File: src/rtl/core/ewsm_pkg.sv
package ewsm_pkg;

    // Snapshot ring depth, in sample ticks.
    localparam int WINDOW = 100;
    localparam int PTR_W  = $clog2(WINDOW);

    // Field and register widths.
    localparam int POS_W   = 32;
    localparam int SPEED_W = 8;
    localparam int CFG_W   = 16;
    localparam int CFG_IDX_W = 1;

    // Configuration register indexes.
    localparam logic [CFG_IDX_W-1:0] REG_SPEED_MIN = 1'd0;
    localparam logic [CFG_IDX_W-1:0] REG_SPEED_MAX = 1'd1;

    // Input operation codes.
    localparam logic OP_EDGE = 1'b0;
    localparam logic OP_TICK = 1'b1;

    // Full-scale speed and the serial divider geometry.
    localparam int FULL_SCALE = 100;
    localparam int DVD_W      = 23;   // 100 * 65535 fits in 23 bits
    localparam int CNT_W      = $clog2(DVD_W);
    localparam int QUO_W      = 7;    // quotient stays below 100

endpackage

File: src/rtl/core/ewsm_if.sv
// Input channel: one beat is an encoder edge event or a sample tick.
interface ewsm_in_if;
    logic valid;
    logic ready;
    logic op;
    logic dir_level;

    modport source (output valid, output op, output dir_level, input ready);
    modport sink   (input valid, input op, input dir_level, output ready);
endinterface

// Output channel: one beat per sample tick.
interface ewsm_out_if;
    logic                               valid;
    logic                               ready;
    logic signed [ewsm_pkg::POS_W-1:0]   rate;
    logic signed [ewsm_pkg::SPEED_W-1:0] speed;

    modport source (output valid, output rate, output speed, input ready);
    modport sink   (input valid, input rate, input speed, output ready);
endinterface

File: src/rtl/core/encoder_window_speed_meter.sv
// Encoder speed meter. Edge beats (op = 0) step a wrapping 32-bit position up
// or down by the B-phase level; they are taken in any cycle in which the block
// is idle and give no output. A tick beat (op = 1) reads the position stored
// WINDOW ticks earlier from a single-port snapshot memory (zero until the ring
// has been filled once, tracked by a fill flag, so no clearing pass runs after
// reset), rewrites that slot, and returns the rate and a -100..100 speed.
// A tick whose rate lands in the deadband or in saturation goes from the read,
// rate and band states straight to the output register; one in a scaling band
// first passes through the 23-step restoring divider that works out
// 100 * (|rate| - speed_min) / (speed_max - speed_min) and a sign step. The
// input is not ready while a tick is in work, nor while a finished result
// waits for a full output register to drain. Configuration writes are taken
// at any time but must only be made while the block is idle.
module encoder_window_speed_meter (
    input  logic                               clk,
    input  logic                               rst_n,
    ewsm_in_if.sink                            in_ch,
    ewsm_out_if.source                         out_ch,
    input  logic                               cfg_wr_en,
    input  logic [ewsm_pkg::CFG_IDX_W-1:0]     cfg_index,
    input  logic [ewsm_pkg::CFG_W-1:0]         cfg_data
);

    localparam logic [2:0] ST_IDLE  = 3'd0;
    localparam logic [2:0] ST_READ  = 3'd1;
    localparam logic [2:0] ST_DIFF  = 3'd2;
    localparam logic [2:0] ST_CLASS = 3'd3;
    localparam logic [2:0] ST_DIV   = 3'd4;
    localparam logic [2:0] ST_SIGN  = 3'd5;
    localparam logic [2:0] ST_FIN   = 3'd6;

    localparam int PW = ewsm_pkg::POS_W;
    localparam int SW = ewsm_pkg::SPEED_W;
    localparam int CW = ewsm_pkg::CFG_W;
    localparam int DW = ewsm_pkg::DVD_W;

    logic [2:0]                       state_reg, state_next;
    logic [PW-1:0]                    pos_reg;
    logic [ewsm_pkg::PTR_W-1:0]       ptr_reg;
    logic                             filled_reg;
    logic [CW-1:0]                    min_reg, max_reg;
    logic [PW-1:0]                    mem [ewsm_pkg::WINDOW];
    logic [PW-1:0]                    rd_data_reg;
    logic [PW-1:0]                    rate_reg;
    logic [CW-1:0]                    den_reg;
    logic [CW-1:0]                    rem_reg;
    logic [DW-1:0]                    quo_reg;
    logic [ewsm_pkg::CNT_W-1:0]       cnt_reg;
    logic                             neg_reg;
    logic [SW-1:0]                    spd_reg;
    logic                             out_valid_reg;
    logic [PW-1:0]                    out_rate_reg;
    logic [SW-1:0]                    out_speed_reg;

    logic                             in_fire;
    logic                             out_free;
    logic signed [PW:0]               r_ext, lo_ext, hi_ext;
    logic                             below_neg_hi, below_neg_lo, below_lo, below_hi;
    logic [PW:0]                      mag_neg, mag_pos;
    logic [CW-1:0]                    num;
    logic [DW-1:0]                    dividend;
    logic [CW:0]                      trial;
    logic [CW+1:0]                    trial_sub;
    logic                             trial_ge;
    logic [SW-1:0]                    quo_ext;

    assign in_ch.ready  = (state_reg == ST_IDLE);
    assign in_fire      = in_ch.valid && in_ch.ready;
    assign out_free     = !out_valid_reg || out_ch.ready;
    assign out_ch.valid = out_valid_reg;
    assign out_ch.rate  = out_rate_reg;
    assign out_ch.speed = out_speed_reg;

    // Band classification of the rate against the signed thresholds.
    assign r_ext  = {rate_reg[PW-1], rate_reg};
    assign lo_ext = {{(PW+1-CW){1'b0}}, min_reg};
    assign hi_ext = {{(PW+1-CW){1'b0}}, max_reg};
    assign below_neg_hi = r_ext < -hi_ext;
    assign below_neg_lo = r_ext < -lo_ext;
    assign below_lo     = r_ext < lo_ext;
    assign below_hi     = r_ext < hi_ext;
    assign mag_neg  = $unsigned(-r_ext - lo_ext);
    assign mag_pos  = $unsigned(r_ext - lo_ext);
    assign num      = below_neg_lo ? mag_neg[CW-1:0] : mag_pos[CW-1:0];
    assign dividend = {{(DW-CW){1'b0}}, num} * DW'(ewsm_pkg::FULL_SCALE);

    // One restoring division step.
    assign trial     = {rem_reg, quo_reg[DW-1]};
    assign trial_sub = {1'b0, trial} - {2'b00, den_reg};
    assign trial_ge  = !trial_sub[CW+1];
    assign quo_ext   = {1'b0, quo_reg[ewsm_pkg::QUO_W-1:0]};

    // Sequencer next state.
    always_comb
    begin
        state_next = state_reg;
        unique case (state_reg)
            ST_IDLE:
            begin
                if (in_fire && in_ch.op == ewsm_pkg::OP_TICK)
                    state_next = ST_READ;
            end
            ST_READ:  state_next = ST_DIFF;
            ST_DIFF:  state_next = ST_CLASS;
            ST_CLASS:
            begin
                if (!below_neg_hi && below_neg_lo)
                    state_next = ST_DIV;
                else if (!below_lo && below_hi)
                    state_next = ST_DIV;
                else
                    state_next = ST_FIN;
            end
            ST_DIV:
            begin
                if (cnt_reg == '0)
                    state_next = ST_SIGN;
            end
            ST_SIGN:  state_next = ST_FIN;
            ST_FIN:
            begin
                if (out_free)
                    state_next = ST_IDLE;
            end
            default:  state_next = ST_IDLE;
        endcase
    end

    // Control state, position, ring pointer, fill flag, limits and output valid.
    always_ff @(posedge clk or negedge rst_n)
    begin
        if (!rst_n)
        begin
            state_reg     <= ST_IDLE;
            pos_reg       <= '0;
            ptr_reg       <= '0;
            filled_reg    <= 1'b0;
            min_reg       <= '0;
            max_reg       <= '0;
            out_valid_reg <= 1'b0;
        end
        else
        begin
            state_reg <= state_next;
            if (in_fire && in_ch.op == ewsm_pkg::OP_EDGE)
                pos_reg <= in_ch.dir_level ? pos_reg + PW'(1) : pos_reg - PW'(1);
            if (state_reg == ST_DIFF)
            begin
                if (ptr_reg == ewsm_pkg::PTR_W'(ewsm_pkg::WINDOW - 1))
                begin
                    ptr_reg    <= '0;
                    filled_reg <= 1'b1;
                end
                else
                    ptr_reg <= ptr_reg + ewsm_pkg::PTR_W'(1);
            end
            if (cfg_wr_en)
            begin
                unique case (cfg_index)
                    ewsm_pkg::REG_SPEED_MIN: min_reg <= cfg_data;
                    ewsm_pkg::REG_SPEED_MAX: max_reg <= cfg_data;
                    default: ;
                endcase
            end
            if (state_reg == ST_FIN && out_free)
                out_valid_reg <= 1'b1;
            else if (out_ch.ready)
                out_valid_reg <= 1'b0;
        end
    end

    // Snapshot memory: registered read, then rewrite of the same slot.
    always_ff @(posedge clk)
    begin
        if (state_reg == ST_READ)
            rd_data_reg <= mem[ptr_reg];
        if (state_reg == ST_DIFF)
            mem[ptr_reg] <= pos_reg;
    end

    // Datapath: rate, band results, the serial divider and the output registers.
    always_ff @(posedge clk)
    begin
        if (state_reg == ST_DIFF)
            rate_reg <= pos_reg - (filled_reg ? rd_data_reg : '0);
        if (state_reg == ST_CLASS)
        begin
            neg_reg <= below_neg_lo;
            den_reg <= max_reg - min_reg;
            rem_reg <= '0;
            quo_reg <= dividend;
            cnt_reg <= ewsm_pkg::CNT_W'(DW - 1);
            if (below_neg_hi)
                spd_reg <= SW'(-ewsm_pkg::FULL_SCALE);
            else if (below_neg_lo)
                spd_reg <= '0;
            else if (below_lo)
                spd_reg <= '0;
            else if (below_hi)
                spd_reg <= '0;
            else
                spd_reg <= SW'(ewsm_pkg::FULL_SCALE);
        end
        if (state_reg == ST_DIV)
        begin
            rem_reg <= trial_ge ? trial_sub[CW-1:0] : trial[CW-1:0];
            quo_reg <= {quo_reg[DW-2:0], trial_ge};
            cnt_reg <= cnt_reg - ewsm_pkg::CNT_W'(1);
        end
        if (state_reg == ST_SIGN)
            spd_reg <= neg_reg ? -quo_ext : quo_ext;
        if (state_reg == ST_FIN && out_free)
        begin
            out_rate_reg  <= rate_reg;
            out_speed_reg <= spd_reg;
        end
    end

endmodule

File: src/flat_wrapper.sv
// flat-port wrapper written by rule: the top's interface ports become plain ports
module encoder_window_speed_meter_flat 
  (clk, rst_n, cfg_wr_en, cfg_index, cfg_data, in_ch_valid, in_ch_op, in_ch_dir_level, in_ch_ready, out_ch_valid, out_ch_rate, out_ch_speed, out_ch_ready);
  ewsm_in_if in_ch_i ();
  ewsm_out_if out_ch_i ();
  input  logic clk;
  input  logic rst_n;
  input  logic cfg_wr_en;
  input  logic [ewsm_pkg::CFG_IDX_W-1:0] cfg_index;
  input  logic [ewsm_pkg::CFG_W-1:0] cfg_data;
  input wire logic [$bits(in_ch_i.valid)-1:0] in_ch_valid;
  input wire logic [$bits(in_ch_i.op)-1:0] in_ch_op;
  input wire logic [$bits(in_ch_i.dir_level)-1:0] in_ch_dir_level;
  output wire logic [$bits(in_ch_i.ready)-1:0] in_ch_ready;
  output wire logic [$bits(out_ch_i.valid)-1:0] out_ch_valid;
  output wire logic [$bits(out_ch_i.rate)-1:0] out_ch_rate;
  output wire logic [$bits(out_ch_i.speed)-1:0] out_ch_speed;
  input wire logic [$bits(out_ch_i.ready)-1:0] out_ch_ready;
  assign in_ch_i.valid = in_ch_valid;
  assign in_ch_i.op = in_ch_op;
  assign in_ch_i.dir_level = in_ch_dir_level;
  assign in_ch_ready = in_ch_i.ready;
  assign out_ch_valid = out_ch_i.valid;
  assign out_ch_rate = out_ch_i.rate;
  assign out_ch_speed = out_ch_i.speed;
  assign out_ch_i.ready = out_ch_ready;
  encoder_window_speed_meter u_core (.clk(clk), .rst_n(rst_n), .in_ch(in_ch_i), .out_ch(out_ch_i), .cfg_wr_en(cfg_wr_en), .cfg_index(cfg_index), .cfg_data(cfg_data));
endmodule
File: config.mk
export PLATFORM = sky130hd
export DESIGN_NAME = encoder_window_speed_meter_flat
export DESIGN_NICKNAME = d
export VERILOG_FILES = /design/src/rtl/core/ewsm_pkg.sv /design/src/rtl/core/ewsm_if.sv /design/src/rtl/core/encoder_window_speed_meter.sv /design/src/flat_wrapper.sv
export SDC_FILE = /design/constraint.sdc
export NUM_CORES = 2
export LEC_CHECK = 0
export BUFFER_PORTS_ARGS = -buffer_cell sky130_fd_sc_hd__buf_2
export CELL_PAD_IN_SITES_DETAIL_PLACEMENT = 1
export CELL_PAD_IN_SITES_GLOBAL_PLACEMENT = 1
export CORE_MARGIN = 3
export CORE_UTILIZATION = 35
export CTS_BUF_LIST = sky130_fd_sc_hd__clkbuf_4
export CTS_CLUSTER_SIZE = 30
export DETAILED_ROUTE_END_ITERATION = 10
export PLACE_DENSITY = 0.55
export SLEW_MARGIN = 25
export SYNTH_ARGS = -nofsm -noshare
export SYNTH_HDL_FRONTEND = slang
export SYNTH_SLANG_ARGS = --single-unit
File: constraint.sdc
create_clock -name clk -period 9.84 [get_ports clk]
set_clock_uncertainty 0.15 [all_clocks]
set_input_delay 0.984 -clock clk [delete_from_list [all_inputs] [get_ports clk]]
set_output_delay 0.984 -clock clk [all_outputs]
set_load 0.02 [all_outputs]
Word level (Yosys, flattened, before mapping). Memories as Yosys holds them, arrays and structs flattened. A register that Yosys moved wholly into a read port is not among the register bits. Cells that the tools add are included.

Output and inout bits: 42. Memories: 1. Bits in registers: 217. RAM bits: 3200. Logic and storage cells: 95.

Memories: u_core.mem (depth 100, bits a word 32, read ports 1, clocked after Yosys merged registers in 1, wr ports 1, RTL line encoder_window_speed_meter.sv:42) `logic [PW-1:0] mem [ewsm_pkg::WINDOW];`.

Equality and inequality tests: 10. Multiplexer cells: 28. Reductions and logical operators: 20. Magnitude comparators: 4. Bitwise gates (word level): 2. Add/subtract/negate cells: 13. Multipliers: 1.

Operators by type and width (number): less-than comparator 32 x 33 -> 1 bit (2); negation 16 -> 33 bit (2); less-than comparator 32 x 17 -> 1 bit (2); 2-to-1 mux 16 bit (4); 2-to-1 mux 32 bit (2); 2-to-1 mux 8 bit (6); subtractor 16 bit (3); 2-to-1 mux 23 bit (2); adder 32 x 1 -> 32 bit, second input constant (1); subtractor 32 x 1 -> 32 bit, second input constant (1); subtractor 32 bit (1); multiplier 16 x 5 -> 21 bit, second input constant (1); case mux 3 bit (7 select lines) (1); subtractor 17 x 16 -> 18 bit (1); negation 16 bit (1); 2-to-1 mux 7 bit (2); 2-to-1 mux 3 bit (4); 2-to-1 mux 5 bit (2); equality test 3 bit, second input constant (3); negation 7 -> 8 bit (1); adder 7 x 1 -> 7 bit, second input constant (1); equality test 7 bit, second input constant (1); equality test 3 x 2 -> 1 bit, second input constant (2); logical AND 1 bit (6); 14 further kinds (26).

Longest topological paths before layout.
Word-level depth: 7. Mapped depth: 34. Gate-level depth less buffers: 32.

Worst setup path after synthesis. Ideal clock, no wire load.

Path type: reg-to-reg. Start point: register u_core.min_reg[2]. End point: register u_core.quo_reg[22], data pin. Data required time: 9426 ps. Arrival: 6424 ps. Period minus slack after synthesis: 6838 ps. Setup time: 264 ps. Cell stages (with the launch flop): 33. Slack: 3002 ps. Cells stage by stage: dfrtp_1 inv_1 nand4_1 nor2_1 nand3_1 nor4_1 ha_1 and4_1 a21oi_1 nand2_1 a221oi_1 o21ai_0 o2111ai_1 a21oi_1 buf_2 clkbuf_1 nand2_1 o21ai_0 ha_1 ha_1 ha_1 xor2_1 ha_1 a21o_1 a21oi_1 o21ba_2 o21ai_0 a41oi_1 a21oi_1 a211o_1 a21oi_1 xor2_1 o21ai_0.

Word-level cells in the longest chain between the ends: 6. Elaborated cells between the ends (all ways): 8. Classes of those cells: add/sub (3); mul (1); order compare (1); mux (3).

Ends and longest elaborated chain: start, declared (RTL line encoder_window_speed_meter.sv:41) `logic [CW-1:0] min_reg, max_reg;`; start signal, assigned (RTL line encoder_window_speed_meter.sv:160) `ewsm_pkg::REG_SPEED_MIN: min_reg <= cfg_data;`; negation 16 -> 33 bit (RTL line encoder_window_speed_meter.sv:79) `assign below_neg_lo = r_ext < -lo_ext;`; less-than comparator 32 x 33 -> 1 bit (RTL line encoder_window_speed_meter.sv:79); 2-to-1 mux 16 bit * (RTL line encoder_window_speed_meter.sv:84) `assign num = below_neg_lo ? mag_neg[CW-1:0] : mag_pos[CW-1:0];`; multiplier 16 x 5 -> 21 bit * (RTL line encoder_window_speed_meter.sv:85) `assign dividend = {{(DW-CW){1'b0}}, num} * DW'(ewsm_pkg::FULL_SCALE);`; 2-to-1 mux 23 bit * (RTL line encoder_window_speed_meter.sv:186) `if (state_reg == ST_CLASS)`; 2-to-1 mux 23 bit * (RTL line encoder_window_speed_meter.sv:204) `if (state_reg == ST_DIV)`; end signal, assigned (RTL line encoder_window_speed_meter.sv:191) `quo_reg <= dividend;`; end signal, assigned (RTL line encoder_window_speed_meter.sv:207) `quo_reg <= {quo_reg[DW-2:0], trial_ge};`; end, declared (RTL line encoder_window_speed_meter.sv:47) `logic [DW-1:0] quo_reg;`.

Mark *: on every way between the ends. The rest lies on a longest branch, timed or not. The select of a mux whose other input is x is not followed. A chain may end at the register's enable or synchronous reset.

Final worst setup path. Same ends and word-level chain as after synthesis.

==> reports/metrics.yaml <==
global_route:
  grt_pass1_vias: 86450
  grt_pass1_wl_um: 650400
  overflow: 0
  track_usage_pct: 23.12
  antenna_found_initial: 43
  grt_max_degree: 91
hold_path:
  min_path_type: "primary input to register"
layout:
  drive_above_1_share_pct: 21.74
  top_register: "u_core.mem"
  multi_input_area_um2: 29640
  largest_reg_flops: 3200
  n_fill_cell: 37900
  num-nets-final: 9043
  layout_commonest_cell: "edfxtp_1"
  syn_to_final_growth_pct: 15.03
  final_cell_mix: "edfxtp_1, clkbuf_4, a22oi_1"
  seqCellArea_um2: 103300
synth:
  synth.area.top_cells: "edfxtp_1, a22oi_1, ha_1"
  synth_enable_flop_cells: 3373
  avgSynthCellArea_um2: 17.00
  yosys_most_used_dff: "edfxtp_1"
  async_flop_share_pct: 2.204
  netlist.area_leader.share_pct: 75.40
  ys_seq_area_share_pct: 76.81
  syn-cell-area_um2: 134300
  synth_area_leader_cell: "edfxtp_1"
  yosysWarnings: 0
  synth_cell_type_count: 82
  ys_ff_latch: 3449
  syn_inst: 7900
  syn_nets: 8216
pwr:
  vdd_drop_max_uv: 638.8
  p_seq_share_pct: 39.1
  p_switching_uw: 20270
  p_comb_share_pct: 37.0
  intPower_uw: 32230
  p_leak_uw: 0.05009
  power.density_nw_per_um2: 339.7
  power.clock.fraction_pct: 23.8
  p_sw_share_pct: 38.60
clocking:
  cts_buffer_depth: 4
  cts_buffers: 888
  cts.sinks: 3449
  clk_pin_slew_ns: 0.06
  htree_levels: 6
  clock_latency_ns: 1.64
  cts_setup_buffers: 0
  cts-root-buf: "clkbuf_4"
  cts_resized: 0
  cts_hold_buf: 55
  cts_tree: "yes"
floorplan:
  pin_count: 66
  die-area_um2: 391300
  die_height_um: 625.5
  coreArea_um2: 380600
  die_w_um: 625.5
  start_util_pct: 35.30
  fp-row-count: 226
route:
  wirelength_um: 463400
  vias: 83160
  vias_per_cell: 5.766
  drcViolationCount: 0
  wire_per_inst_um: 32.13
  drt_iter0_markers: 8586
  drt_pass1_iterations: 5
  drtAntennaViolNets: 0
timing:
  min_period_ns: 8.444
  maxClockFrequency_ghz: 0.1184
  worst_pin_slew_ns: 1.147
  fin_ws_ns: 1.396
  final.setup.tns_ns: 0
  hold_viol: 0
  slew_headroom_pct: 22.96
  setup_viol: 0
  rsz0062_at_grt: "false"
  drv_slew: 0
  timing.final.crit_share_pct: 85.81
placement:
  hpwlAfterDp_um: 261600
  io_buffers: 65
  place_congestion: 0.8553
  dpl_worst_slack_ns: 1.352
critical_path:
  critPathMaxFanout: 22
  start_kind: "register"
  worstSetupPathType: "register to register"
  max_stage_delay_ns: 0.72
  cp.required_ns: 11.00
  cp-end-kind: "register"
  cp_num_buf_inv: 1
  cp_slowest_cell: "a21oi_4"
  arrival_ns: 9.61
  crit_top_cell: "ha_1"
  cp_top_family: "compound AO/OA/AOI/OAI gates"
run_status:
  status: "complete, no violations"
job:
  max-cap-violations: 0
==> logic make-up after synthesis <==
logic type,share of synthesized area (%)
AOI/OAI and AO/OA,12.97
adders and majority gates,2.809
DFF,76.81
muxes,1.048
xor gates and xnor gates,0.9780
buffers and inverters,1.824
and+or+nand+nor,3.559
==> worst min-delay path, stage by stage <==
cell           delay, ns
dlygate4sd3_1       0.52
buf_2               0.11
nand2_1             0.12
o21ai_0             0.12
==> final timing paths <==
| check | start | slack, ns | end | cells after the start |
|---|---|---|---|---|
| max | u_core.min_reg[2] | 1.40 | u_core.quo_reg[22] | 28 |
| min | cfg_data[1] | 0.21 | u_core.min_reg[1] | 4 |
| max reg2reg | u_core.min_reg[2] | 1.40 | u_core.quo_reg[22] | 28 |
| min reg2reg | u_core.spd_reg[2] | 0.29 | u_core.out_ch.speed[2] | 0 |
| max in group asynchronous | rst_n | 8.22 | u_core.pos_reg[17] | 4 |
| min in group asynchronous | rst_n | 0.33 | u_core.min_reg[0] | 4 |
==> metrics by stage <==
step | power (uW) | hold slack [ns] | area (um2) | util (%) | cells
6_report | 52500 | 0.2101 | 154500 | 40.60 | 14420
5_1_grt | 55610 | 0.1632 | 154500 | 40.60 | 14410
3_3_place_gp | 39930 | 0.2679 | 142400 | 37.41 | 12800
3_5_place_dp | 40240 | 0.2751 | 142400 | 37.43 | 12800
2_1_floorplan | 32090 | 0.2503 | 134300 | - | 7900
4_1_cts | 52910 | 0.0007667 | 154400 | 40.58 | 14410
==> metal layers <==
layer / part of all wire [%] / track usage [%] / wire [um]
met1: 42 / 30.77 / 193800
met2: 48 / 37.65 / 220700
met3: 7.1 / 4.417 / 32710
met4: 3.4 / 8.476 / 15960
met5: 0.049 / 0 / 227
==> area by class of cell <==
cell class / instances / area share (%)
flip-flops and latches: 3449 / 66.86
clock inverters: 194 / 0.7846
clock buffers: 1362 / 6.617
diodes: 12 / 0.01943
repair buffers: 402 / 2.112
well taps: 5016 / 4.061
inverters: 149 / 0.3619
multi-input cells: 3837 / 19.18
==> power groups by stage <==
stage,Clock (uW),Sequential (uW),Combinational [uW]
floorplan,0,20600,11500
CTS,12800,20500,19500
detailed placement,0,20900,19400
global route,13600,20600,21400
global placement,0,20800,19100
finish,12500,20500,19400
==> synth_stat cells (97+ instances only) <==
cell type	n
nand4_1	234
nor2_1	227
buf_2	116
inv_1	149
a22o_1	269
o21ai_0	206
a22oi_1	1007
edfxtp_1	3373
clkbuf_1	275
a21oi_1	150
xnor2_1	97
nand2_1	202
a221oi_1	274
ha_1	276
a31oi_1	182
(Power assumes the default switching activity.)
